`src/lsrs_pkg.sv`:
```
// Shared types and constants for the line sensor readout sequencer.
`timescale 1ns / 1ps

package lsrs_pkg;

	localparam int unsigned SAMPLE_W = 12;
	localparam int unsigned INDEX_W  = 8;
	localparam int unsigned CFG_W    = 32;
	localparam int unsigned CFG_IDX_W = 2;

	// Register indexes on the configuration port.
	localparam logic [CFG_IDX_W-1:0] REG_SI_WIDTH     = 2'd0;
	localparam logic [CFG_IDX_W-1:0] REG_CLK_HALF     = 2'd1;
	localparam logic [CFG_IDX_W-1:0] REG_FRAME_PERIOD = 2'd2;

	// Register values after reset.
	localparam logic [15:0] SI_WIDTH_RST     = 16'd30;
	localparam logic [15:0] CLK_HALF_RST     = 16'd50;
	localparam logic [31:0] FRAME_PERIOD_RST = 32'd25900;

	// Start pulse phase of the frame.
	typedef enum logic [1:0] {
		PH_WAIT    = 2'd0,
		PH_PENDING = 2'd1,
		PH_RUN     = 2'd2
	} lsrs_phase_t;

	typedef struct packed {
		logic [15:0] si_width;
		logic [15:0] clk_half;
		logic [31:0] frame_period;
	} lsrs_cfg_t;

	// Frame timing state, apart from the pulse counter whose width follows PIXELS.
	typedef struct packed {
		logic [31:0] now_us;
		lsrs_phase_t phase;
		logic        clk_high;
		logic [31:0] start_time;
		logic [31:0] rise_time;
		logic [31:0] fall_time;
		logic        si_level;
		logic        clk_level;
	} lsrs_state_t;

	typedef struct packed {
		logic                si_out;
		logic                clk_out;
		logic                sample_valid;
		logic [INDEX_W-1:0]  pixel_index;
		logic [SAMPLE_W-1:0] pixel_value;
	} lsrs_result_t;

endpackage

```
`src/line_sensor_readout_sequencer.sv`:
```
// Top level of the line sensor readout sequencer.
`timescale 1ns / 1ps
//
// Each input transfer is one tick of TICK_US microseconds carrying the current
// converter reading on adc_sample. The block advances its microsecond counter,
// drives the sensor start pulse and the sensor clock, and returns one result
// per tick: the pin levels si_out and clk_out after the tick, and, at the end
// of each clock high half, the captured sample with its pixel index (index 0
// is the dummy pulse). After PIXELS+1 pulses and frame_period microseconds from
// the start pulse, the frame restarts. A tick accepted at one edge shows its
// result on the output channel right after that edge. Throughput is one tick
// per cycle unless the receiver stalls; the tick logic is a single pass from
// the state registers to the result register. When the receiver stalls, the
// result register holds its value and in_stall is raised in the same cycle, so
// the block takes no new tick until the held transfer completes. The
// configuration port writes si_width, clk_half and frame_period by index; the
// user must use it only while the block is idle, which the block itself does
// not enforce. Reset puts the registers at their defaults (30, 50, 25900),
// clears the counter and leaves a frame start pending for the first tick.

module line_sensor_readout_sequencer #(
	parameter int unsigned PIXELS  = 128,
	parameter int unsigned TICK_US = 10
) (
	input  logic                            clk,
	input  logic                            arst_n,
	input  logic                            cfg_we,
	input  logic [lsrs_pkg::CFG_IDX_W-1:0]  cfg_index,
	input  logic [lsrs_pkg::CFG_W-1:0]      cfg_data,
	input  logic                            in_valid,
	output logic                            in_stall,
	input  logic [lsrs_pkg::SAMPLE_W-1:0]   adc_sample,
	output logic                            out_valid,
	input  logic                            out_stall,
	output logic                            si_out,
	output logic                            clk_out,
	output logic                            sample_valid,
	output logic [lsrs_pkg::INDEX_W-1:0]    pixel_index,
	output logic [lsrs_pkg::SAMPLE_W-1:0]   pixel_value
);
	import lsrs_pkg::*;

	localparam int unsigned PCW = $clog2(PIXELS + 2);

	lsrs_cfg_t    cfg;
	lsrs_state_t  st_q;
	lsrs_state_t  st_nx;
	logic [PCW-1:0] pulse_count_q;
	logic [PCW-1:0] pulse_count_nx;
	lsrs_result_t res_nx;
	lsrs_result_t res_q;
	logic         accept;
	logic         full_stalled;

	lsrs_cfg_regs u_cfg (
		.clk       (clk),
		.arst_n    (arst_n),
		.cfg_we    (cfg_we),
		.cfg_index (cfg_index),
		.cfg_data  (cfg_data),
		.cfg       (cfg)
	);

	// A tick is taken whenever the result register is free or drains this cycle.
	assign in_stall = full_stalled;
	assign accept   = in_valid & ~in_stall;

	lsrs_step #(
		.PIXELS  (PIXELS),
		.TICK_US (TICK_US),
		.PCW     (PCW)
	) u_step (
		.st             (st_q),
		.pulse_count    (pulse_count_q),
		.cfg            (cfg),
		.adc_sample     (adc_sample),
		.st_nx          (st_nx),
		.pulse_count_nx (pulse_count_nx),
		.res            (res_nx)
	);

	// Frame state advances only on an accepted tick.
	always_ff @(posedge clk or negedge arst_n) begin
		if (!arst_n) begin
			st_q.now_us     <= '0;
			st_q.phase      <= PH_PENDING;
			st_q.clk_high   <= 1'b1;
			st_q.start_time <= '0;
			st_q.rise_time  <= '0;
			st_q.fall_time  <= '0;
			st_q.si_level   <= 1'b0;
			st_q.clk_level  <= 1'b0;
			pulse_count_q   <= '0;
		end else if (accept) begin
			st_q          <= st_nx;
			pulse_count_q <= pulse_count_nx;
		end
	end

	lsrs_out_reg u_out (
		.clk          (clk),
		.arst_n       (arst_n),
		.load         (accept),
		.res_in       (res_nx),
		.out_stall    (out_stall),
		.out_valid    (out_valid),
		.res_out      (res_q),
		.full_stalled (full_stalled)
	);

	assign si_out       = res_q.si_out;
	assign clk_out      = res_q.clk_out;
	assign sample_valid = res_q.sample_valid;
	assign pixel_index  = res_q.pixel_index;
	assign pixel_value  = res_q.pixel_value;

endmodule

```
`src/lsrs_cfg_regs.sv`:
```
// Configuration register file for the readout sequencer.
`timescale 1ns / 1ps

module lsrs_cfg_regs (
	input  logic                          clk,
	input  logic                          arst_n,
	input  logic                          cfg_we,
	input  logic [lsrs_pkg::CFG_IDX_W-1:0] cfg_index,
	input  logic [lsrs_pkg::CFG_W-1:0]     cfg_data,
	output lsrs_pkg::lsrs_cfg_t           cfg
);
	import lsrs_pkg::*;

	lsrs_cfg_t cfg_q;

	always_ff @(posedge clk or negedge arst_n) begin
		if (!arst_n) begin
			cfg_q.si_width     <= SI_WIDTH_RST;
			cfg_q.clk_half     <= CLK_HALF_RST;
			cfg_q.frame_period <= FRAME_PERIOD_RST;
		end else if (cfg_we) begin
			case (cfg_index)
				REG_SI_WIDTH:     cfg_q.si_width     <= cfg_data[15:0];
				REG_CLK_HALF:     cfg_q.clk_half     <= cfg_data[15:0];
				REG_FRAME_PERIOD: cfg_q.frame_period <= cfg_data[31:0];
				default: ;
			endcase
		end
	end

	assign cfg = cfg_q;

endmodule

```
`src/lsrs_step.sv`:
```
// Next-state and result logic for one tick of the readout sequencer.
`timescale 1ns / 1ps

module lsrs_step #(
	parameter int unsigned PIXELS  = 128,
	parameter int unsigned TICK_US = 10,
	parameter int unsigned PCW     = $clog2(PIXELS + 2)
) (
	input  lsrs_pkg::lsrs_state_t            st,
	input  logic [PCW-1:0]                   pulse_count,
	input  lsrs_pkg::lsrs_cfg_t              cfg,
	input  logic [lsrs_pkg::SAMPLE_W-1:0]    adc_sample,
	output lsrs_pkg::lsrs_state_t            st_nx,
	output logic [PCW-1:0]                   pulse_count_nx,
	output lsrs_pkg::lsrs_result_t           res
);
	import lsrs_pkg::*;

	localparam logic [PCW-1:0] PULSES = PCW'(PIXELS + 1);

	logic [31:0] now_inc;
	logic [31:0] since_start;

	always_comb begin
		st_nx          = st;
		pulse_count_nx = pulse_count;
		res            = '0;

		now_inc   = st.now_us + 32'(TICK_US);
		st_nx.now_us = now_inc;

		// Start pulse: raise at frame start, drop once si_width has elapsed.
		if (st.phase == PH_PENDING) begin
			st_nx.si_level   = 1'b1;
			st_nx.start_time = now_inc;
			st_nx.phase      = PH_RUN;
		end
		since_start = now_inc - st_nx.start_time;
		if (st_nx.phase == PH_RUN && since_start >= 32'(cfg.si_width)) begin
			st_nx.si_level = 1'b0;
		end

		// Sensor clock: the sample is taken at the end of each high half.
		if (pulse_count < PULSES) begin
			if (st.clk_high) begin
				st_nx.clk_level = 1'b1;
				if (now_inc - st.rise_time >= 32'(cfg.clk_half)) begin
					res.sample_valid = 1'b1;
					res.pixel_index  = INDEX_W'(pulse_count);
					res.pixel_value  = adc_sample;
					st_nx.clk_high   = 1'b0;
					st_nx.fall_time  = now_inc;
				end
			end else begin
				st_nx.clk_level = 1'b0;
				if (now_inc - st.fall_time >= 32'(cfg.clk_half)) begin
					st_nx.rise_time = now_inc;
					pulse_count_nx  = pulse_count + PCW'(1);
					st_nx.clk_high  = 1'b1;
				end
			end
		end
		if (pulse_count_nx >= PULSES) begin
			st_nx.clk_level = 1'b0;
			st_nx.phase     = PH_WAIT;
		end

		// Restart the frame once the period since the start pulse has run out.
		if (st_nx.phase == PH_WAIT && since_start >= cfg.frame_period) begin
			st_nx.now_us   = '0;
			pulse_count_nx = '0;
			st_nx.phase    = PH_PENDING;
		end

		res.si_out  = st_nx.si_level;
		res.clk_out = st_nx.clk_level;
	end

endmodule

```
`src/lsrs_out_reg.sv`:
```
// Result register with valid/stall handshake toward the consumer.
`timescale 1ns / 1ps

module lsrs_out_reg (
	input  logic                    clk,
	input  logic                    arst_n,
	input  logic                    load,
	input  lsrs_pkg::lsrs_result_t  res_in,
	input  logic                    out_stall,
	output logic                    out_valid,
	output lsrs_pkg::lsrs_result_t  res_out,
	output logic                    full_stalled
);
	import lsrs_pkg::*;

	logic         valid_q;
	lsrs_result_t res_q;

	always_ff @(posedge clk or negedge arst_n) begin
		if (!arst_n) begin
			valid_q <= 1'b0;
		end else if (load) begin
			valid_q <= 1'b1;
		end else if (!out_stall) begin
			valid_q <= 1'b0;
		end
	end

	always_ff @(posedge clk) begin
		if (load) begin
			res_q <= res_in;
		end
	end

	assign out_valid    = valid_q;
	assign res_out      = res_q;
	assign full_stalled = valid_q & out_stall;

endmodule

```
`config.mk`:
```
export PLATFORM = sky130hd
export DESIGN_NAME = line_sensor_readout_sequencer
export DESIGN_NICKNAME = d
export VERILOG_FILES = /design/src/lsrs_pkg.sv /design/src/line_sensor_readout_sequencer.sv /design/src/lsrs_cfg_regs.sv /design/src/lsrs_step.sv /design/src/lsrs_out_reg.sv
export SDC_FILE = /design/constraint.sdc
export NUM_CORES = 1
export LEC_CHECK = 0
export ABC_AREA = 1
export BUFFER_PORTS_ARGS = -buffer_cell sky130_fd_sc_hd__buf_2
export CAP_MARGIN = 20
export CORE_ASPECT_RATIO = 1.1
export CORE_MARGIN = 8
export CORE_UTILIZATION = 65
export CTS_CLUSTER_DIAMETER = 30
export DETAILED_ROUTE_END_ITERATION = 8
export GPL_ROUTABILITY_DRIVEN = 0
export GPL_TIMING_DRIVEN = 0
export MAX_ROUTING_LAYER = met4
export PLACE_DENSITY = 0.87
export SYNTH_ARGS = -nofsm -noshare
export SYNTH_HDL_FRONTEND = slang
export SYNTH_HIERARCHICAL = 1
export SYNTH_SLANG_ARGS = --single-unit
```
`constraint.sdc`:
```
create_clock -name clk -period 11.1 [get_ports clk]
set_input_delay 0.555 -clock clk [delete_from_list [all_inputs] [get_ports clk]]
set_output_delay 0.555 -clock clk [all_outputs]
set_load 0.05 [all_outputs]
```
==> results.md, run 1 <==
* CP peak stage delay at slightly above 0.7 ns
* Critical path's top delay family: compound AO/OA/AOI/OAI gates
* Switching share of power at 47.6%
* Seq/Total Area, Yosys at 29.6%
* Number of H-tree levels at 2
* Wire per inst at 17.3 um
* Post-DP HPWL at 45.3 mm
* Post-synth EDFFs at 23
* Register bit total from synthesis at 229
* Worst-margin pin slew at 0.921 ns
* Critical path class: reg -> reg
* Worst hold slack at 0.00447 ns
* Via density at 5.93
* Post-synth top flop: dfrtp_1
* Commonest non-fill, non-tap cell in the layout: nand2_1
* Mean Syn Cell Area at 6.69 um^2
* Resized Gates After CTS at 0
* Die height at approximately 200 um
* Overall Global Routing Usage at between 30% and 40%
* Commonest non-fill, non-tap cells in the layout: 979 x nand2_1, 438 x inv_1, 215 x nand3_1
* Cell Int Power at 3.57 mW
* Fin crit share at around 71%
* Setup Buffers After CTS at 0
* Max-Cap Viols at 0
* Synth Area in Compound Gates at 10.0%
* ANT cells at 0
* Pre-CTS setup slack at 3.86 ns
* Nets at about 3,300
* Global-route wire length before repair at slightly below 100 mm
* Grt ovf at 0
* CP endpoint kind: register
* Clock network fraction of design power at 24.5%
* WP buf/inv at 3
* Setup ws final at 3.25 ns
* Pwr Density at approximately 300 nW/um^2
* Post-Synth Adder-Cell Area at 11.6%
* Hold Fails Final Rpt at 0
* Worst Path Required at 11.56 ns
* Initial antenna violation count at 0
* Mapped Area at roughly 20,000 um^2
* VDD IR max at 0.217 mV
* Die width at 183 um
* Max Slew Vio Count at 0
* Setup TNS at 0 ns
* Maximum clock path buffer count at 3
* Port Buffers at 72
* Comb power frac at 60.0%
* Post-Syn Nets at 3,199
* Mux share of post-synthesis cell area at 0%
* Final Skew at 0.0188 ns
* Share of layout cells above drive strength 1 at ~10%
* Number of synthesis warnings at 6
* DRC at 0
* Clk sink count at 229
* Clock-pin transition on the worst setup and hold timing paths at 0.05 ns
* P&R area growth vs syn at 14.3%
* Seq pwr share at 15.5%
* Leakage Power at approximately 13 nW
* FFs w/ async S/R, synth at roughly 90%
* Fmax at 127 MHz
* Row count at 67
* Post-layout min period at 7.85 ns
* Hold Path Class: in -> async
* Status: complete, no violations
* Vias in the first global route at 21,000
* Largest family of logic cells by synthesized area: simple AND/OR/NAND/NOR gates
* Unrepaired setup endpoints after global routing: no
* IO Count at 76
* Final Util at 75.0%
* Initial DRC Count at 2,318
* Final setup fails at 0
* DR pass1 iterations at 6
* XOR/XNOR Fraction of Synth Area at 4.11%
* Placeable Area at 30,300 um^2
* Largest net degree at the start of global routing at 115
* Num CTS Buffers at 54
* Via count at between 20,000 and 25,000
* CP Data Arrival Time at 8.30 ns
* Final WL at 61.4 mm
* Crit Reg-Reg Startpoint: st_q[99]$_DFFE_PN1P_
* Post-Syn Instances at 2,966
* Simple-gate share of the synthesized area at 33.3%
* Synth cell types at 53
* Net Sw Power at approximately 3.2 mW
* CTS tree: done
* CTS root buf: clkbuf_16
* Crit path from: st_q[99]$_DFFE_PN1P_
* Post-DRT Antenna Nets at 0
* Die area at 36,400 um^2
* Pwr Total at 6.82 mW
* Slowest-stage cell, CP: clkbuf_1
* Initial Util at 65.6%
* Rel. slew slack at about two fifths
* Hold_buf cts at 0
* Startpoint types: register
* Clk_lat worst skew at roughly 0.58 ns
* CP max FO at 10
[stage by stage]
| stage | cells | instance area (um^2) |
|---|---|---|
| 2_1_floorplan | 2966 | 19800 |
| 3_3_place_gp | 3452 | 20700 |
| 3_5_place_dp | 3453 | 20800 |
| 4_1_cts | 3555 | 22700 |
| 5_1_grt | 3555 | 22700 |
| 6_report | 3555 | 22700 |
[worst reg2reg max path, stage by stage, from the launching register on]
cell      delay [ns]
dfstp_2         0.55
ha_1            0.31
clkinv_1        0.40
clkbuf_1        0.35
nand2_1         0.13
o21ai_0         0.29
ha_1            0.37
fa_1            0.40
nand3b_1        0.18
nand2_1         0.11
a21oi_1         0.11
o21ai_0         0.40
a21oi_1         0.30
o21ai_0         0.54
a21boi_0        0.25
o21ai_0         0.32
xor2_1          0.16
ha_1            0.34
nand4_1         0.16
nor3_1          0.21
a21oi_1         0.15
o21ai_1         0.61
clkbuf_1        0.72
a21oi_1         0.18
nand3_1         0.14
nand2_1         0.06
[cells in the mapped netlist (5+ instances only)]
library cell | instances | area [um^2]
nand2_1 | 979 | 3670
inv_1 | 438 | 1640
nand3_1 | 215 | 1080
dfrtp_1 | 190 | 4750
ha_1 | 179 | 2240
a21oi_1 | 177 | 886
nor2_1 | 165 | 619
o21ai_0 | 116 | 581
nand4_1 | 107 | 669
xor2_1 | 65 | 569
buf_2 | 53 | 265
clkbuf_1 | 33 | 124
xnor2_1 | 28 | 245
nor3_1 | 27 | 135
edfxtp_1 | 23 | 691
dfstp_2 | 16 | 420
buf_6 | 14 | 158
nand3b_1 | 13 | 97.6
or2_2 | 11 | 68.8
o21bai_1 | 10 | 75.1
a31oi_1 | 8 | 50.1
nand3_2 | 8 | 80.1
nor2_2 | 8 | 50.1
a21o_1 | 7 | 52.6
buf_4 | 7 | 52.6
a21boi_0 | 6 | 45.0
o21ai_1 | 6 | 30.0
a211oi_1 | 5 | 37.5
nand2_2 | 5 | 31.3
nor4_1 | 5 | 31.3
[power groups by stage]
stage	combinational (mW)	sequential [mW]	clock, mW
finish	4.09	1.06	1.67
global route	4.52	1.07	1.72
CTS	3.95	1.05	1.67
detailed placement	3.90	1.06	0
global placement	3.70	1.06	0
floorplan	2.93	1.07	0
[metal layers]
layer / GRT usage, % / part of all wire [%] / vias up
li1: - / - / 9833
met1: 36.9 / 36 / 9608
met3: 5.95 / 9.1 / 365
met4: 24.9 / 7.5 / 0
met2: 56.6 / 47 / 1284
met5: - / 0 / -
[kinds of logic (layout without fill, tap and decap cells)]
group	after synthesis	count (layout)
simple gates	1553	1553
flops	229	229
buf+inv	550	725
xor+xnor	93	93
fa+ha+maj	182	182
compound gates	359	359
[final timing paths]
check | endpoint | slack (ns) | cells past startpoint
setup / recovery | pulse_count_q[4]$_DFFE_PN0P_ | 3.25 | 25
hold / removal | u_cfg/cfg[9]$_DFFE_PN0P_ | 0.004 | 1
setup reg to reg | pulse_count_q[4]$_DFFE_PN0P_ | 3.25 | 25
hold reg to reg | st_q[98]$_DFFE_PN1P_ | 0.46 | 2
max in group asynchronous | pulse_count_q[2]$_DFFE_PN0P_ | 10.07 | 2
min in group clk | u_out/out_valid$_DFFE_PN0P_ | 0.21 | 3
[registers in the layout (all words and copies together) (netlist names)]
signal	count
u_out/out_valid	1
u_cfg/cfg	64
pulse_count_q	8
u_out/res_out	23
st_q	133
[final cells by class]
type	instances	area, um^2
flip-flops and latches	229	5870
clock buffers	64	1460
plain buffers	108	603
repair buffers	73	398
inverters	442	1660
clock inverters	38	469
fillers	2248	7580
multi-input cells	2187	11700
well taps	414	518
No activity file was read; power rests on OpenSTA's default activity.
==> inputs of run 2 (changes only) <==
--- a/config.mk
+++ b/config.mk
@@ -10,13 +10,13 @@
 export CAP_MARGIN = 20
 export CORE_ASPECT_RATIO = 1.1
 export CORE_MARGIN = 8
-export CORE_UTILIZATION = 65
+export CORE_UTILIZATION = 58
 export CTS_CLUSTER_DIAMETER = 30
 export DETAILED_ROUTE_END_ITERATION = 8
 export GPL_ROUTABILITY_DRIVEN = 0
 export GPL_TIMING_DRIVEN = 0
 export MAX_ROUTING_LAYER = met4
-export PLACE_DENSITY = 0.87
+export PLACE_DENSITY = 0.82
 export SYNTH_ARGS = -nofsm -noshare
 export SYNTH_HDL_FRONTEND = slang
 export SYNTH_HIERARCHICAL = 1
==> constraint.sdc (replaced) <==
create_clock -name clk -period 7.1 [get_ports clk]
set_input_delay 0.355 -clock clk [delete_from_list [all_inputs] [get_ports clk]]
set_output_delay 0.355 -clock clk [all_outputs]
set_load 0.05 [all_outputs]
==> run 2 against run 1 <==
Compared with the run above:
- hold slack better by 0.033 ns
- count of clock-buffer cells in the layout decreased by 7
- clock power grew 40%
- die area is 11% higher
- final cell count rose by 0.37%
- global-route usage down 4.2 points
- clock skew is 0.0058 ns higher
- sequential share of layout area rose by 0.20 points
- setup slack worse by 2.9 ns
- sequential cell count did not move
- critical endpoint is now pulse_count_q[3]$_DFFE_PN0P_
- highest routed layer unchanged
==> results.md, run 2 (synthesis gave the netlist of run 1 again) <==
* Startpoint types: register
* Clk sink count at 229
* ANT cells at 0
* Row count at a little over 70
* Final Util at 66.4%
* CTS root buf: clkbuf_16
* Via density at a little under 6
* CP Data Arrival Time at 7.18 ns
* Cell Int Power at 5.40 mW
* Worst Path Required at around 7.5 ns
* Initial DRC Count at around 1,700
* Number of H-tree levels at 2
* Worst hold slack at 0.0372 ns
* Final setup fails at 0
* Die area at 40,400 um^2
* Rel. slew slack at 33.8%
* Largest net degree at the start of global routing at 112
* Critical path class: reg -> reg
* IO Count at 76
* Fmax at around 150 MHz
* Max reg flops at 133
* Net Sw Power at 4.93 mW
* Clock-pin transition on the worst setup and hold timing paths at 0.05 ns
* Switching share of power at 47.7%
* Port Buffers at 72
* Seq pwr share at 16.0%
* Commonest non-fill, non-tap cell in the layout: nand2_1
* Wire per inst at 16.9 um
* VDD IR max at 0.349 mV
* Post-layout min period at 6.76 ns
* Commonest non-fill, non-tap cells in the layout: 979 x nand2_1, 438 x inv_1, 215 x nand3_1
* Clk_lat worst skew at between 0.5 and 0.6 ns
* Grt ovf at 0
* CP max FO at 10
* Post-DRT Antenna Nets at 0
* Via count at 20,700
* Clock network fraction of design power at 22.7%
* Die width at 192 um
* P&R area growth vs syn at 13.5%
* DR pass1 iterations at 7
* Initial antenna violation count at 0
* Num CTS Buffers at 48
* Overall Global Routing Usage at 30.0%
* CTS tree: done
* Hold Fails Final Rpt at 0
* Hold Path Class: in -> reg
* Fin crit share at 95.2%
* Nets at 3,323
* Worst-margin pin slew at 0.991 ns
* Leakage Power at 12.5 nW
* Share of layout cells above drive strength 1 at under 10%
* Final Skew at 0.0247 ns
* Layout Cells excl Fill at between 3,000 and 4,000
* Most flops, register: st_q
* Post-DP HPWL at ~46 mm
* CP endpoint kind: register
* Global-route wire length before repair at roughly 96 mm
* Die height at 210 um
* Pwr Density at between 400 and 500 nW/um^2
* Vias in the first global route at 20,300
* Initial Util at 58.5%
* Setup TNS at 0 ns
* Pwr Total at slightly above 10 mW
* Setup Buffers After CTS at 0
* Comb power frac at 61.3%
* Status: complete, no violations
* Placeable Area at 33,900 um^2
* Final WL at roughly 60 mm
* Fillcell total at 2,875
* DRC at 0
* Placed cell count at 3,477
* Max Slew Vio Count at 0
* Maximum clock path buffer count at 3
* Max-Cap Viols at 0
* Unrepaired setup endpoints after global routing: no
[run 2: changes by cell type in the layout (fill, tap and decap cells not counted), moves of 2 or more]
cell / previous run / this run
o21ai_0: 116 / 114
clkbuf_16: 54 / 49
clkinvlp_4: 6 / 3
clkbuf_8: 7 / 5
clkbuf_2: 0 / 4
inv_8: 0 / 2
clkinv_4: 8 / 4
clkbuf_1: 36 / 32
[run 2: what timing repair did]
action / in CTS / in global routing
endpoints found under the setup margin: 14 / 54
hold buffers: 1 / 0
endpoints found under the hold margin: 96 / 0
gates resized for setup: 2 / 11
[run 2: metal layers]
| layer | GRT usage, % | vias up | routed length (um) |
|---|---|---|---|
| met4 | 18.2 | 0 | 3770 |
| li1 | - | 9836 | - |
| met1 | 32.5 | 9589 | 22500 |
| met3 | 4.79 | 270 | 4510 |
| met2 | 50.9 | 1004 | 29500 |
| met5 | - | - | 0 |
[run 2: critical path, cell delays in order, from the launching register on]
cell and delay, ns:
dfstp_2 0.56, ha_1 0.27, clkinv_1 0.36, clkbuf_1 0.35
o21ai_1 0.59, ha_1 0.29, fa_1 0.20, nand3b_1 0.11
nand2_1 0.09, a21oi_1 0.28, o21ai_0 0.25, a21oi_1 0.46
o21ai_1 0.23, a21boi_0 0.32, o21ai_0 0.15, xor2_1 0.17
ha_1 0.31, nand4_1 0.12, o221ai_1 0.21, a21oi_1 0.12
o21ai_2 0.41, clkbuf_2 0.44, a21oi_1 0.14, nand3_1 0.12
nand2_1 0.07
[run 2: layout make-up]
class	count	area [um^2]	share of cell area [%]
inverter	442	1660	7.37
multi-input combinational	2187	11700	52.1
clock inverter	33	397	1.76
sequential	229	5870	26.1
timing repair buffer	74	408	1.81
clock buffer	57	1310	5.80
buffer	108	608	2.70
tap	438	548	2.43
[run 2: metrics by stage]
step                      instance area, um^2  worst slack, ns
after floorplan                         19800             2.11
after global placement                  20700           0.0226
after detailed placement                20800           -0.137
after CTS                               22500            0.159
after global routing                    22500           0.0823
final                                   22500            0.344
[run 2: final timing paths]
| check | start | to | slack [ns] | depth (start not counted) |
|---|---|---|---|---|
| min reg2reg | st_q[69]$_DFFE_PN0P_ | st_q[69]$_DFFE_PN0P_ | 0.46 | 2 |
| max reg2reg | st_q[99]$_DFFE_PN1P_ | pulse_count_q[3]$_DFFE_PN0P_ | 0.34 | 24 |
| min | out_stall | u_out/out_valid$_DFFE_PN0P_ | 0.04 | 3 |
| min in group asynchronous | arst_n | u_cfg/cfg[9]$_DFFE_PN0P_ | 0.46 | 2 |
| max | st_q[99]$_DFFE_PN1P_ | pulse_count_q[3]$_DFFE_PN0P_ | 0.34 | 24 |
| max in group asynchronous | arst_n | st_q[98]$_DFFE_PN1P_ | 5.64 | 3 |
[run 2: power groups by stage]
stage | Sequential [mW] | Clock [mW] | Combinational (mW)
after global routing | 1.67 | 2.42 | 7.06
after floorplan | 1.68 | 0 | 4.58
after CTS | 1.65 | 2.36 | 6.19
final | 1.65 | 2.34 | 6.33
after global placement | 1.65 | 0 | 5.82
after detailed placement | 1.66 | 0 | 6.11
